<file path="config.mk">
export PLATFORM = sky130hd
export DESIGN_NAME = fully_assoc_random_cache_read
export DESIGN_NICKNAME = d
export VERILOG_FILES = /design/src/rtl/core/facr_pkg.sv /design/src/rtl/core/facr_ctrl.sv /design/src/rtl/core/facr_dp.sv /design/src/rtl/core/fully_assoc_random_cache_read.sv
export SDC_FILE = /design/constraint.sdc
export NUM_CORES = 1
export LEC_CHECK = 0
export ABC_AREA = 1
export BUFFER_PORTS_ARGS = -buffer_cell sky130_fd_sc_hd__buf_2
export CAP_MARGIN = 10
export CORE_MARGIN = 10
export CORE_UTILIZATION = 40
export DETAILED_ROUTE_END_ITERATION = 8
export HOLD_SLACK_MARGIN = 0.12
export PLACE_DENSITY_LB_ADDON = 0.08
export SYNTH_ARGS = -nofsm -noshare
export SYNTH_HDL_FRONTEND = slang
export SYNTH_SLANG_ARGS = --single-unit
</file>
<file path="constraint.sdc">
create_clock -name clk -period 4.6 [get_ports clk]
set_clock_uncertainty 0.2 [all_clocks]
set_input_delay 0.23 -clock clk [delete_from_list [all_inputs] [get_ports clk]]
set_output_delay 0.23 -clock clk [all_outputs]
set_load 0.03 [all_outputs]
</file>
<file path="src/rtl/core/facr_pkg.sv">
// Shared types, constants and helpers for the fully associative read cache.
// No dependencies; every other file in rtl/core refers to this package.
package facr_pkg;

  localparam int ENTRIES_DEF  = 16;
  localparam int ADDRESS_BITS = 8;
  localparam int WORD_BITS    = 17;
  localparam int VICTIM_BITS  = 4;
  localparam int LFSR_BITS    = 16;
  localparam int COUNT_BITS   = 16;

  localparam logic [LFSR_BITS-1:0]  LFSR_TOGGLE = 16'hB400;
  localparam logic [LFSR_BITS-1:0]  LFSR_SEED_RST = 16'h0001;
  localparam logic [COUNT_BITS-1:0] COUNT_MAX = 16'hFFFF;

  typedef struct packed {
    logic [ADDRESS_BITS-1:0] address;
    logic [WORD_BITS-1:0]    fill_data;
  } in_beat_t;

  typedef struct packed {
    logic [WORD_BITS-1:0]   read_data;
    logic                   hit;
    logic [VICTIM_BITS-1:0] victim_entry;
    logic [COUNT_BITS-1:0]  hit_total;
    logic [COUNT_BITS-1:0]  miss_total;
  } out_beat_t;

  // Controller to datapath
  typedef struct packed {
    logic load;
    logic lookup;
    logic fill;
  } dp_cmd_t;

  // Datapath to controller
  typedef struct packed {
    logic hit;
  } dp_status_t;

  // Galois LFSR, x^16+x^14+x^13+x^11+1, right shift
  function automatic logic [LFSR_BITS-1:0] lfsr_next(input logic [LFSR_BITS-1:0] s);
    logic [LFSR_BITS-1:0] n;
    n = {1'b0, s[LFSR_BITS-1:1]};
    if (s[0]) begin
      n = n ^ LFSR_TOGGLE;
    end
    return n;
  endfunction

  function automatic logic [COUNT_BITS-1:0] sat_inc(input logic [COUNT_BITS-1:0] c);
    return (c == COUNT_MAX) ? c : c + COUNT_BITS'(1);
  endfunction

endpackage

</file>
<file path="src/rtl/core/facr_ctrl.sv">
// Sequencing state machine for the fully associative read cache.
// Depends on facr_pkg for the command and status structs.
module facr_ctrl (
  input  logic                  clk,
  input  logic                  rst,
  input  logic                  in_valid,
  output logic                  in_stall,
  output logic                  out_valid,
  input  logic                  out_stall,
  input  facr_pkg::dp_status_t  status,
  output facr_pkg::dp_cmd_t     cmd
);

  localparam logic [2:0] S_IDLE = 3'd0;
  localparam logic [2:0] S_LOOK = 3'd1;
  localparam logic [2:0] S_FILL = 3'd3;
  localparam logic [2:0] S_OUT  = 3'd4;

  logic [2:0] state;
  logic [2:0] state_next;

  always_comb begin
    state_next = state;
    unique case (state)
      S_IDLE: begin
        if (in_valid) begin
          state_next = S_LOOK;
        end
      end
      S_LOOK: begin
        state_next = status.hit ? S_OUT : S_FILL;
      end
      S_FILL: begin
        state_next = S_OUT;
      end
      S_OUT: begin
        if (!out_stall) begin
          state_next = S_IDLE;
        end
      end
      default: begin
        state_next = S_IDLE;
      end
    endcase
  end

  always_ff @(posedge clk) begin
    if (rst) begin
      state <= S_IDLE;
    end else begin
      state <= state_next;
    end
  end

  assign in_stall   = (state != S_IDLE);
  assign out_valid  = (state == S_OUT);
  assign cmd.load   = (state == S_IDLE) && in_valid;
  assign cmd.lookup = (state == S_LOOK);
  assign cmd.fill   = (state == S_FILL);

endmodule

</file>
<file path="src/rtl/core/facr_dp.sv">
// Datapath of the fully associative read cache: tags, valid bits, word store,
// replacement LFSR, victim pick and hit/miss counters.
// Depends on facr_pkg; driven by facr_ctrl through dp_cmd_t.
module facr_dp #(
  parameter int ENTRIES = facr_pkg::ENTRIES_DEF
) (
  input  logic                               clk,
  input  logic                               rst,
  input  logic                               cfg_wr_en,
  input  logic [facr_pkg::LFSR_BITS-1:0]     cfg_wr_data,
  input  facr_pkg::in_beat_t                 in_data,
  input  facr_pkg::dp_cmd_t                  cmd,
  output facr_pkg::dp_status_t               status,
  output facr_pkg::out_beat_t                out_data
);

  localparam int IDX_W = $clog2(ENTRIES);
  localparam int AW    = facr_pkg::ADDRESS_BITS;
  localparam int WW    = facr_pkg::WORD_BITS;
  localparam int LW    = facr_pkg::LFSR_BITS;
  localparam int CW    = facr_pkg::COUNT_BITS;

  logic [ENTRIES-1:0] entry_valid;
  logic [AW-1:0]      entry_tag [ENTRIES];
  logic [WW-1:0]      entry_word [ENTRIES];

  logic [LW-1:0]      lfsr;
  logic [IDX_W-1:0]   victim;

  logic [AW-1:0]      addr_q;
  logic [WW-1:0]      fill_q;
  logic [WW-1:0]      rd_q;
  logic               hit_q;
  logic [IDX_W-1:0]   idx_q;
  logic [CW-1:0]      hit_cnt;
  logic [CW-1:0]      miss_cnt;

  logic [ENTRIES-1:0] match;
  logic [IDX_W-1:0]   match_idx;
  logic [31:0]        idx_wide;

  always_comb begin
    for (int i = 0; i < ENTRIES; i++) begin
      match[i] = entry_valid[i] && (entry_tag[i] == addr_q);
    end
  end

  // lowest matching entry wins
  always_comb begin
    match_idx = '0;
    for (int i = ENTRIES - 1; i >= 0; i--) begin
      if (match[i]) begin
        match_idx = IDX_W'(i);
      end
    end
  end

  assign status.hit = |match;

  always_ff @(posedge clk) begin
    if (rst) begin
      lfsr        <= facr_pkg::LFSR_SEED_RST;
      entry_valid <= '0;
      hit_cnt     <= '0;
      miss_cnt    <= '0;
    end else begin
      if (cfg_wr_en) begin
        lfsr <= (cfg_wr_data == '0) ? facr_pkg::LFSR_SEED_RST : cfg_wr_data;
      end else if (cmd.load) begin
        lfsr <= facr_pkg::lfsr_next(lfsr);
      end
      if (cmd.lookup && status.hit) begin
        hit_cnt <= facr_pkg::sat_inc(hit_cnt);
      end
      if (cmd.fill) begin
        entry_valid[victim] <= 1'b1;
        miss_cnt            <= facr_pkg::sat_inc(miss_cnt);
      end
    end
  end

  always_ff @(posedge clk) begin
    if (cmd.load) begin
      addr_q <= in_data.address;
      fill_q <= in_data.fill_data;
      // take the victim from the low bits of the value before it advances
      victim <= lfsr[IDX_W-1:0];
    end
    if (cmd.lookup) begin
      hit_q <= status.hit;
      idx_q <= match_idx;
      rd_q  <= entry_word[match_idx];
    end
    if (cmd.fill) begin
      entry_tag[victim]  <= addr_q;
      entry_word[victim] <= fill_q;
      idx_q              <= victim;
    end
  end

  assign idx_wide = 32'(idx_q);

  assign out_data.read_data    = hit_q ? rd_q : fill_q;
  assign out_data.hit          = hit_q;
  assign out_data.victim_entry = idx_wide[facr_pkg::VICTIM_BITS-1:0];
  assign out_data.hit_total    = hit_cnt;
  assign out_data.miss_total   = miss_cnt;

endmodule

</file>
<file path="src/rtl/core/fully_assoc_random_cache_read.sv">
// Fully associative read cache, one word per entry, random replacement.
// A read is taken when in_valid is high and in_stall low; its result is held
// on out_data until taken with out_stall low, and the next read is taken in
// the cycle after that. A hit goes through accept, tag compare with the word
// store read, and result; a miss goes through accept, tag compare, fill of the
// victim entry and result. The result step lasts for as long as out_stall
// holds the result. The victim is the random value before it advances,
// modulo ENTRIES, taken as its low bits, so ENTRIES must be a power of two.
// Writing cfg_wr_data loads the replacement LFSR at once (zero is taken as 1).
// No clearing pass after reset.
module fully_assoc_random_cache_read #(
  parameter int ENTRIES = facr_pkg::ENTRIES_DEF
) (
  input  logic                           clk,
  input  logic                           rst,
  input  logic                           cfg_wr_en,
  input  logic [facr_pkg::LFSR_BITS-1:0] cfg_wr_data,
  input  logic                           in_valid,
  output logic                           in_stall,
  input  facr_pkg::in_beat_t             in_data,
  output logic                           out_valid,
  input  logic                           out_stall,
  output facr_pkg::out_beat_t            out_data
);

  facr_pkg::dp_cmd_t    cmd;
  facr_pkg::dp_status_t status;

  facr_ctrl u_ctrl (
    .clk       (clk),
    .rst       (rst),
    .in_valid  (in_valid),
    .in_stall  (in_stall),
    .out_valid (out_valid),
    .out_stall (out_stall),
    .status    (status),
    .cmd       (cmd)
  );

  facr_dp #(
    .ENTRIES (ENTRIES)
  ) u_dp (
    .clk         (clk),
    .rst         (rst),
    .cfg_wr_en   (cfg_wr_en),
    .cfg_wr_data (cfg_wr_data),
    .in_data     (in_data),
    .cmd         (cmd),
    .status      (status),
    .out_data    (out_data)
  );

endmodule
</file>
==> key figures <==
Timing
  • Timing-limited maximum frequency: 258 MHz
  • Hold_ws: 150 ps
  • Pins Over Slew Limit: 0
  • Fin. Hold Viols: 0
  • Slew @ Worst Pin: 1160 ps
  • Period utilisation layout: 84.1%
  • Setup TNS: 0 ps
  • Slew margin rel.: 22.4%
  • RSZ-0062 raised after global routing: no
  • Min cycle time layout: 3870 ps
  • Final setup viols: 0

Die
  • Die area: 0.0658 mm^2
  • Die width: 256 um
  • Core Area: 0.0552 mm^2
  • Row Count: 86
  • Die Y: between 200 and 300 um
  • Starting Density: ~41%
  • # IOs: between 100 and 150

Place
  • PortBufs: 101
  • Hpwl dp: 34400 um
  • Placed Cells: approximately 2900
  • RePlAce Congestion: 0.798

Synthesis
  • Top cell type's share of synthesized area: 60.6%
  • Mapped Cells: 2077
  • Syn Area/Cell: 10.8 um^2
  • Fraction of registers with async set/reset: 0%
  • Number of synthesis warnings: 0
  • #FFs+latches synth: 518
  • Post-Syn Area: about 0.022 mm^2
  • Yosys top cell by area: edfxtp_1
  • Sequential fraction of the synthesis area: 66.6%
  • Top post-synthesis cells by area: edfxtp_1 (61%), nand3_1 (7.5%), nand2_1 (7.3%)
  • Post-synth EDFFs: 451
  • Top_reg_cell synth: edfxtp_1
  • Post-synth cell types: 56
  • Syn Nets: between 2000 and 2500

Layout
  • Layout area overhead: 17.8%
  • Non-filler cells, final: around 3000
  • Core Util, Final: 47.7%
  • Final nets: 2293
  • Most frequent cells in the layout: edfxtp_1 (451), nand2_1 (430), nand3_1 (336)
  • Share of layout cells above drive strength 1: 13.3%
  • # diodes: 0
  • Commonest non-fill, non-tap cell in the layout: edfxtp_1

Clocking
  • Hold buffers post-CTS: 70
  • CTS Buf Count: 57
  • H-tree Lvls: 2
  • CTS tree: built
  • Clock slew at the register clock pins of the worst setup and hold paths: 60 ps
  • Clock Sinks: 518
  • Clk Latency, worst-skew pair: roughly 600 ps
  • Setup bufs post-CTS: 0
  • Root buffer cell: clkbuf_16
  • CTS resizes: 0
  • Clock Tree Buf Depth: 3

Worst setup path
  • Worst Path Arrival: ~4100 ps
  • Worst path required time: 4860 ps
  • CP endpoint kind: register
  • Worst setup SP type: register
  • CP max FO: 29
  • Crit path kind: reg2reg

Power
  • Worst IR Drop VDD: 0.000259 V
  • Pwr Total: 10400 uW
  • PD cells: between 300 and 400 mW/mm^2
  • Leak: 0.0102 uW

Global routing
  • First-pass GRT wire length: 92300 um
  • Largest net degree at the start of global routing: 131
  • Vias in the first global route: 15500
  • Initial antenna violation count: 0
  • Global Route Usage Sum: 18.0%
  • GRT overflow: 0

Route
  • Drt wl/cell: 19.8 um
  • Vias: 15400
  • Vias/cell: slightly above 5
  • Starting DRC count in detailed routing: 871
  • Drt drc: 0
  • Post-Route WL: 60100 um
  • DR pass1 iterations: 5
  • Final antenna-violating net count: 0

Run
  • Max Cap Viol: 0

Run status
  • Status: completed

Worst hold path
  • Hold Path Class: in2reg
## sequential cells by signal, indices dropped and copies added, names as in the netlist
signal / flops
u_dp.entry_tag: 128
u_dp.hit_cnt: 16
u_dp.addr_q: 8
u_dp.entry_word: 272
u_ctrl.state: 3
u_dp.hit_q: 1
u_dp.entry_valid: 16
u_dp.miss_cnt: 16
u_dp.fill_q: 17
u_dp.victim: 4
u_dp.idx_q: 4
u_dp.lfsr: 16
u_dp.rd_q: 17
## per-stage QoR
step | instance area [um^2] | setup slack (ps)
after global routing | 26300 | 298
after CTS | 26300 | 686
after floorplan | 22400 | 1270
after global placement | 23800 | 720
after detailed placement | 23800 | 724
final | 26300 | 730
## synthesized netlist by cell type (all sizes together) (22+ instances only)
library cell  count
clkbuf           40
inv             256
xor2             31
buf              63
nand4            22
nor2            117
nand3           338
nor3             25
xnor2            23
o21ai            48
nand2           434
edfxtp          451
dfxtp            67
a21oi            26
## routing by layer
layer / global-route usage [%] / vias to the layer above / part of all wire (%)
li1: - / 7409 / -
met3: 2.55 / 115 / 4.0
met2: 30.3 / 334 / 49
met4: 6.16 / 0 / 2.8
met1: 23.4 / 7510 / 44
met5: 0 / - / 0
## power breakdown
group          switching [uW]  internal (uW)  leakage (uW)
registers                 104           5240       0.00462
clock network            1850           2630      0.000902
logic                     363            186       0.00472
total                    2320           8060        0.0102
## worst max-delay path: stages, from the launching register on
cell and delay [ps]:
edfxtp_1 420, buf_4 250, inv_2 140, nand2_1 90
o21ai_0 80, nor2_1 170, nand3_1 150, o21ai_0 130
nand3_1 150, a21boi_1 210, o211ai_2 150, a31oi_4 850
buf_4 320, nand3_1 90, nand3_1 90, nand3_1 100
nand2_1 100
## area by class of cell
| type | count | area [um^2] |
|---|---|---|
| clock inverters | 29 | 245 |
| fillers | 5076 | 28900 |
| well taps | 748 | 936 |
| inverters | 261 | 982 |
| repair buffers | 212 | 1590 |
| multi-input cells | 1195 | 6110 |
| flip-flops and latches | 518 | 14900 |
| clock buffers | 76 | 1590 |
## logic make-up (layout without fill, tap and decap cells)
group                      Yosys count  after routing  synth area share, %
AOI/OAI and AO/OA                  122            122                 3.27
xor gates and xnor gates            54             54                 2.12
adders and majority gates            2              2                0.112
buffers and inverters              364            578                 6.87
DFF                                518            518                 66.6
muxes                               17             17                0.856
and+or+nand+nor                   1000           1000                 20.2
## path summary, 6_finish.rpt
check / from / to / slack [ps] / cells past startpoint
max: u_dp.addr_q[5] / u_dp.rd_q[9] / 730 / 16
min: in_data[5] / u_dp.fill_q[5] / 150 / 2
min reg2reg: u_dp.entry_valid[11] / u_dp.entry_valid[11] / 260 / 2
max reg2reg: u_dp.addr_q[5] / u_dp.rd_q[9] / 730 / 16
Power figures use the tool's default switching activity.
